File: config.mk
export PLATFORM = sky130hd
export DESIGN_NAME = ofvf_div
export DESIGN_NICKNAME = d
export VERILOG_FILES = /design/src/hw/rtl/ofvf_pkg.sv /design/src/hw/rtl/ofvf_div.sv
export SDC_FILE = /design/constraint.sdc
export NUM_CORES = 1
export LEC_CHECK = 0
export ABC_AREA = 1
export BUFFER_PORTS_ARGS = -buffer_cell sky130_fd_sc_hd__buf_2
export CORE_ASPECT_RATIO = 1.25
export CORE_MARGIN = 2
export CORE_UTILIZATION = 54
export DETAILED_ROUTE_END_ITERATION = 7
export GPL_ROUTABILITY_DRIVEN = 1
export MAX_ROUTING_LAYER = met4
export PLACE_DENSITY = 0.83
export SLEW_MARGIN = 40
export SYNTH_ARGS = -nofsm -noshare
export SYNTH_HDL_FRONTEND = slang
export SYNTH_SLANG_ARGS = --single-unit
File: constraint.sdc
create_clock -name i_clk -period 4.15 [get_ports i_clk]
set_input_delay 0.2075 -clock i_clk [delete_from_list [all_inputs] [get_ports i_clk]]
set_output_delay 0.2075 -clock i_clk [all_outputs]
set_load 0.02 [all_outputs]
File: src/hw/rtl/ofvf_pkg.sv
package ofvf_pkg;

    // Register indexes of the configuration port.
    localparam logic [2:0] REG_STEP_PERIOD = 3'd0;
    localparam logic [2:0] REG_FLOW_SCALE  = 3'd1;
    localparam logic [2:0] REG_LP_ALPHA    = 3'd2;
    localparam logic [2:0] REG_FUSION_GAIN = 3'd3;
    localparam logic [2:0] REG_LEAK        = 3'd4;

    // Reset values of the registers.
    localparam logic [15:0] RST_STEP_PERIOD = 16'd655;
    localparam logic [30:0] RST_FLOW_SCALE  = 31'd65536;
    localparam logic [16:0] RST_LP_ALPHA    = 17'd16384;
    localparam logic [16:0] RST_FUSION_GAIN = 17'd32768;
    localparam logic [16:0] RST_LEAK        = 17'd64225;

    // pi/180 in Q0.32.
    localparam logic signed [32:0] DEG2RAD_Q32 = 33'sd74961321;
    localparam logic [16:0] Q_ONE = 17'd65536;

    // Quotient width of the flow divider: 16-bit magnitude shifted by 48.
    localparam int QW = 64;

    // Saturate a 66-bit signed value to 32 bits.
    function automatic logic signed [31:0] sat32(input logic signed [65:0] v);
        if (v > 66'sd2147483647) begin
            return 32'sh7FFF_FFFF;
        end else if (v < -66'sd2147483648) begin
            return 32'sh8000_0000;
        end else begin
            return v[31:0];
        end
    endfunction

endpackage

File: src/hw/rtl/ofvf_div.sv
// Restoring divider, one quotient bit per cycle: (mag << 48) / den.
module ofvf_div
    import ofvf_pkg::*;
(
    input  logic        i_clk,
    input  logic        i_rst_n,
    input  logic        i_start,
    input  logic [15:0] i_mag,
    input  logic [46:0] i_den,
    output logic        o_done,
    output logic [63:0] o_quot
);
    logic [63:0] r_num;
    logic [63:0] r_quot;
    logic [47:0] r_rem;
    logic [6:0]  r_cnt;
    logic        r_busy;
    logic        r_done;
    logic [47:0] w_try;

    assign w_try  = {r_rem[46:0], r_num[63]};
    assign o_done = r_done;
    assign o_quot = r_quot;

    always_ff @(posedge i_clk) begin
        if (!i_rst_n) begin
            r_busy <= 1'b0;
            r_done <= 1'b0;
            r_cnt  <= '0;
        end else begin
            r_done <= 1'b0;
            if (i_start) begin
                r_busy <= 1'b1;
                r_cnt  <= 7'd0;
                r_num  <= {i_mag, 48'd0};
                r_rem  <= '0;
                r_quot <= '0;
            end else if (r_busy) begin
                // Shift in one numerator bit and try the subtraction.
                r_num <= {r_num[62:0], 1'b0};
                if (w_try >= {1'b0, i_den}) begin
                    r_rem  <= w_try - {1'b0, i_den};
                    r_quot <= {r_quot[62:0], 1'b1};
                end else begin
                    r_rem  <= w_try;
                    r_quot <= {r_quot[62:0], 1'b0};
                end
                r_cnt <= r_cnt + 7'd1;
                if (r_cnt == 7'(QW - 1)) begin
                    r_busy <= 1'b0;
                    r_done <= 1'b1;
                end
            end
        end
    end
endmodule

==> results of run 1 <==
[where the power goes]
part | internal [mW] | switching [mW]
clock network | 0.817 | 0.734
logic | 0.427 | 0.849
registers | 1.64 | 0.0517
[final cells by class]
class | count | area [um2] | share of cell area
multi-input combinational | 1002 | 4573 | 0.3959
timing repair buffer | 137 | 703.2 | 0.06088
sequential | 136 | 3994 | 0.3458
tap | 228 | 285.3 | 0.02470
inverter | 369 | 1385 | 0.1199
clock inverter | 15 | 181.4 | 0.01571
antenna | 1 | 2.502 | 0.0002167
clock buffer | 17 | 425.4 | 0.03683
[worst min path at each step]
stage,startpoint,to,cells after the start
final,i_mag[0],r_num[48],3
after global routing,i_mag[5],r_num[53],3
after CTS,i_mag[0],r_num[48],3
after detailed placement,i_mag[0],r_num[48],3
after global placement,r_cnt[1],r_cnt[1],2
after floorplan,i_mag[0],r_num[48],2
[worst register-to-register path: stages, from the launching register on]
cell	delay (ps)
edfxtp_1	400
ha_1	360
nand2_1	130
nor2_2	190
nand2_1	110
nor3_1	410
nand3_1	220
nand4_4	270
buf_4	430
nand3_1	140
nand2_1	90
inv_1	30
[state kept, by name, summed over array words and instances (netlist names)]
name	cells
r_cnt	7
r_rem	47
o_done	1
o_quot	64
r_busy	1
r_num	16
[routing by layer]
metal	global-route usage	routed length, um	vias up
met1	0.3216	10990	4097
met2	0.4639	12290	305
li1	-	-	4821
met4	0.1188	845	0
met3	0.04205	1541	53
met5	-	0	-
[cells by family after synthesis]
family / count (synthesis) / share of synthesized area
AO/OA/AOI/OAI: 34 / 0.01763
XOR/XNOR: 23 / 0.01999
adder cells (fa/ha/maj): 49 / 0.06158
buffers and inverters: 394 / 0.1506
flip-flops: 136 / 0.3963
AND/OR/NAND/NOR: 896 / 0.3539
[cell usage in the layout (no fill, tap or decap), types with 5 or more instances in the layout]
cell	instances
nor3_1	16
inv_1	366
dfxtp_1	9
ha_1	48
clkinv_8	5
nand3b_1	6
clkbuf_16	17
buf_4	7
inv_8	5
xnor2_1	21
nand3_1	60
nand4_1	10
nor2_1	213
nor2_2	5
buf_2	130
nand2_1	578
edfxtp_1	127
a21oi_1	29
==> flow_summary.ini, run 1 <==
[synth]
synth_cell_type_count = 31
yosysTopAreaCellShare = 0.3784
netlist_area_um2 = 10080
synth.top_cells.by_count = nand2_1 (578), inv_1 (366), nor2_1 (213)
synth_nets = 1647
ys_seq_area_frac = 0.3963
synth_top_cell_by_area = edfxtp_1
async_flop_share = 0
synth_flop_cell = edfxtp_1
synth_edf_count = 127
yosys_warnings = 0
ys_top_cells_by_area = edfxtp_1 (38%), nand2_1 (22%), inv_1 (14%)
syn_area_per_cell_um2 = 6.578
yosysMostFrequentCell = nand2_1
syn_inst = 1532
ys_ff_latch = 136

[clocking]
max-clock-path-buffers = 2
clk_pin_slew_worst_paths_ps = 70
clock_sinks = 136
cts_tree = done
cts_resized = 0
numCtsBuffers = 17
hold_buffers = 0
htreeDepth = 4
clk_latency_ps = 430
root_buffer = clkbuf_16
post-cts-setup-buffer-count = 0

[final_layout]
fillers = 1709
syn_to_final_growth_pct = 14.61
finish.utilization = 0.6357
finish.net_count = 1778
drive_gt1_frac = 0.1092
final_cell_area_um2 = 11550
fin_cells = 1905

[critical_path]
r2r_cells = 11
cpMaxStageDelayCell = buf_4
startpoint = r_rem[14]
critPathMaxStageDelay_ps = 430
worst-path-max-fanout = 41
crit_type = reg2reg
path_cells = ha_1 -> nand2_1 -> nor2_2 -> nand2_1 -> nor3_1 -> nand3_1 -> nand4_4 -> buf_4 -> nand3_1 -> nand2_1 -> inv_1
rr_startpoint = r_rem[14]
crit_cells = 11
critPathTopFamily = simple AND/OR/NAND/NOR gates
path_buf_inv = 2
arrival_ps = 3220
rrSetupSlack_ps = 1120
worstPathRequired_ps = 4350
rr_endpoint = r_rem[40]
critPathCapture = r_rem[40]
critPathCaptureType = register
cp-start-kind = register
crit_path_frequent_cell = nand2_1

[sta]
worstMarginPinSlew_ps = 814.3
finalHoldViolCount = 0
fin_crit_ps = 3025
fin_hold_ws_ps = 45.30
setup_violations = 0
tns_ps = 0
slew_headroom = 0.4571
rsz0062_at_grt = false
skew_ps = 11.42
max_freq_mhz = 330.5
fin_crit_sh = 0.7290
slew_viol_final = 0
worst_slack_ps = 1125

[floorplanning]
ioPinCount = 131
die_h_um = 156.7
die-area_um2 = 19780
initial_utilization = 0.5547
num_rows = 55
fp.dieW_um = 126.2
coreArea_um2 = 18170

[route]
wl_per_cell_um = 13.47
routed-via-count = 9276
initialDrtViolationCount = 675
drt-vias-per-instance = 4.869
drc = 0
finalWirelength_mm = 25.67
ant_nets = 0
drt_first_pass_iters = 5

[power_and_ir_drop]
peakVddDrop_uv = 389.0
power_density_nw_per_um2 = 391.0
leakage_nw = 6.545
p_total_mw = 4.516

[grt]
antenna_found_initial = 1
overflow = 0
grt_util_all_layers = 0.2728
grt_max_degree = 75
grt_pass1_wl_mm = 41.85
grt_pass1_vias = 8787

[status]
outcome = finished clean

[placement]
dpl-instance-area_um2 = 10940
dp_hpwl_mm = 20.23
routabilityCongestion = 1.079
dp_slack_ps = 1149
dp.cells = 1872
port_buffers = 130

[hold_path]
hold_class = in2reg

[job]
cap_viol_max_count = 0
Power figures use the tool's default switching activity.
==> run 2, diff against run 1 <==
clock period = 2.5 ns   (was 4.15 ns; I/O delays follow)
==> flow_summary.ini, run 2 (same netlist as run 1, synthesis figures left out) <==
[hold_path]
holdPathStages = 3
min_to = r_num[50]
hold_start = i_mag[2]
hold_class = in2reg

[route]
initialDrtViolationCount = 833
drc = 0
finalWirelength_mm = 28.59
drt_first_pass_iters = 6
drt-vias-per-instance = 4.948
routed-via-count = 9727
wl_per_cell_um = 14.54
ant_nets = 0

[sta]
fin_crit_sh = 0.9758
fin_hold_ws_ps = 5.450
slew_viol_final = 0
setup_violations = 0
finalHoldViolCount = 0
rsz0062_at_grt = true
tns_ps = 0
worstMarginPinSlew_ps = 610.7
slew_headroom = 0.5929
skew_ps = 10.85
max_freq_mhz = 409.9
fin_crit_ps = 2440

[floorplanning]
coreArea_um2 = 18170
ioPinCount = 131
num_rows = 55
fp.dieW_um = 126.2
die_h_um = 156.7
initial_utilization = 0.5547
die-area_um2 = 19780

[final_layout]
multiInputGateArea_um2 = 5064
syn_to_final_growth_pct = 25.40
finish.net_count = 1839
drive_gt1_frac = 0.1658
fillers = 1530
largest_register_ff_count = 64
mostFrequentLayoutCells = nand2_1 (567), inv_1 (364), nor2_1 (204)
ff_latch_area_um2 = 3994
final_common_cell = nand2_1
final_cell_area_um2 = 12640

[clocking]
max-clock-path-buffers = 2
root_buffer = clkbuf_16
clk_latency_ps = 440
htreeDepth = 4
cts_tree = done
clk_pin_slew_worst_paths_ps = 70
clock_sinks = 136
numCtsBuffers = 17

[critical_path]
critPathMaxStageDelay_ps = 420
r2r_cells = 13
rr_startpoint = r_rem[33]
crit_path_frequent_cell = nand2_1
arrival_ps = 2640
worst-path-max-fanout = 10
cpMaxStageDelayCell = edfxtp_1
crit_type = reg2reg
path_cells = ha_1 -> nand2_2 -> inv_1 -> nand2_1 -> nand2_1 -> nand2_1 -> nand2_1 -> a21oi_2 -> buf_4 -> nand4_2 -> buf_6 -> nor2_1 -> nor2_1
rr_endpoint = r_rem[13]
critPathCaptureType = register
rrSetupSlack_ps = 60
cp-start-kind = register
worstPathRequired_ps = 2700

[status]
outcome = finished clean

[placement]
dp_hpwl_mm = 20.65
port_buffers = 130
routabilityCongestion = 1.076
dpl-instance-area_um2 = 11170

[power_and_ir_drop]
power_density_nw_per_um2 = 625.3
peakVddDrop_uv = 607.5
leakage_nw = 6.884

[grt]
grtUsageMet1 = 0.3276
grtUsageMet3 = 0.05162
busiest_layer = met2
grt_pass1_vias = 9482
use_met2 = 0.5243
grt_max_degree = 65
antenna_found_initial = 1
grt_pass1_wl_mm = 44.16
overflow = 0
grt_util_all_layers = 0.2908

[job]
cap_viol_max_count = 0
[run 2: changes by cell type in the layout (fill, tap and decap cells not counted), sizes merged]
cell and change:
buf +42, clkbuf +3, clkinv -2, clkinvlp +1, dlygate4sd3 +15, inv +1, nand4 +1
[run 2: critical path, delay by kind of cell, from the launching register on]
family | cells | cell delay [ps]
AOI/OAI and AO/OA | 1 | 150
adders and majority gates | 1 | 340
buffers and inverters | 3 | 450
DFF | 1 | 420
and+or+nand+nor | 8 | 830
[run 2: metal layers]
| layer | up-vias | wire (um) |
|---|---|---|
| li1 | 4948 | - |
| met1 | 4354 | 11270 |
| met3 | 84 | 1792 |
| met2 | 341 | 14530 |
| met5 | - | 0 |
| met4 | 0 | 994 |
[run 2: per-stage QoR]
stage	power [mW]	std cells	util	setup slack (ps)
floorplan	4.421	1532	-	7.011
global placement	5.004	1896	0.6149	19.21
detailed placement	5.048	1896	0.6149	-33.56
CTS	7.570	1943	0.6556	20.52
global route	8.302	1966	0.6956	-100.8
finish	7.902	1966	0.6956	60.47
[run 2: area by class of cell]
type | count | area share
sequential | 136 | 0.3160
antenna | 1 | 0.0001980
clock inverter | 15 | 0.01238
multi-input combinational | 1003 | 0.4007
inverter | 369 | 0.1096
tap | 228 | 0.02257
clock buffer | 17 | 0.03366
timing repair buffer | 197 | 0.1049
[run 2: power breakdown]
part           internal (mW)  switching (mW)  leakage [nW]  total (mW)
registers               2.72           0.108          1.31        2.83
clock network           1.33            1.19         0.284        2.52
logic                  0.995            1.56          5.29        2.55
total                   5.05            2.86          6.88        7.90
[run 2: worst max-delay path by stage]
stage                         start   endpoint  slack [ps]  cells past startpoint
after floorplan              r_busy  o_quot[0]           7                      1
after global placement    r_rem[13]  r_rem[38]          20                     11
after detailed placement  r_rem[14]  r_rem[37]         -30                     11
after CTS                 r_rem[18]  r_rem[37]          20                     13
after global routing      r_num[63]  r_rem[36]        -100                     17
final                     r_rem[33]  r_rem[13]          60                     13
[run 2: timing repair]
action                                 4_1_cts  5_1_grt
gates resized for setup                      2       71
setup buffers                                0       16
pin swaps                                    0        8
hold buffers                                15        0
endpoints found under the hold margin       15        0
cloned                                       0        6
setup endpoints to repair                   34       48
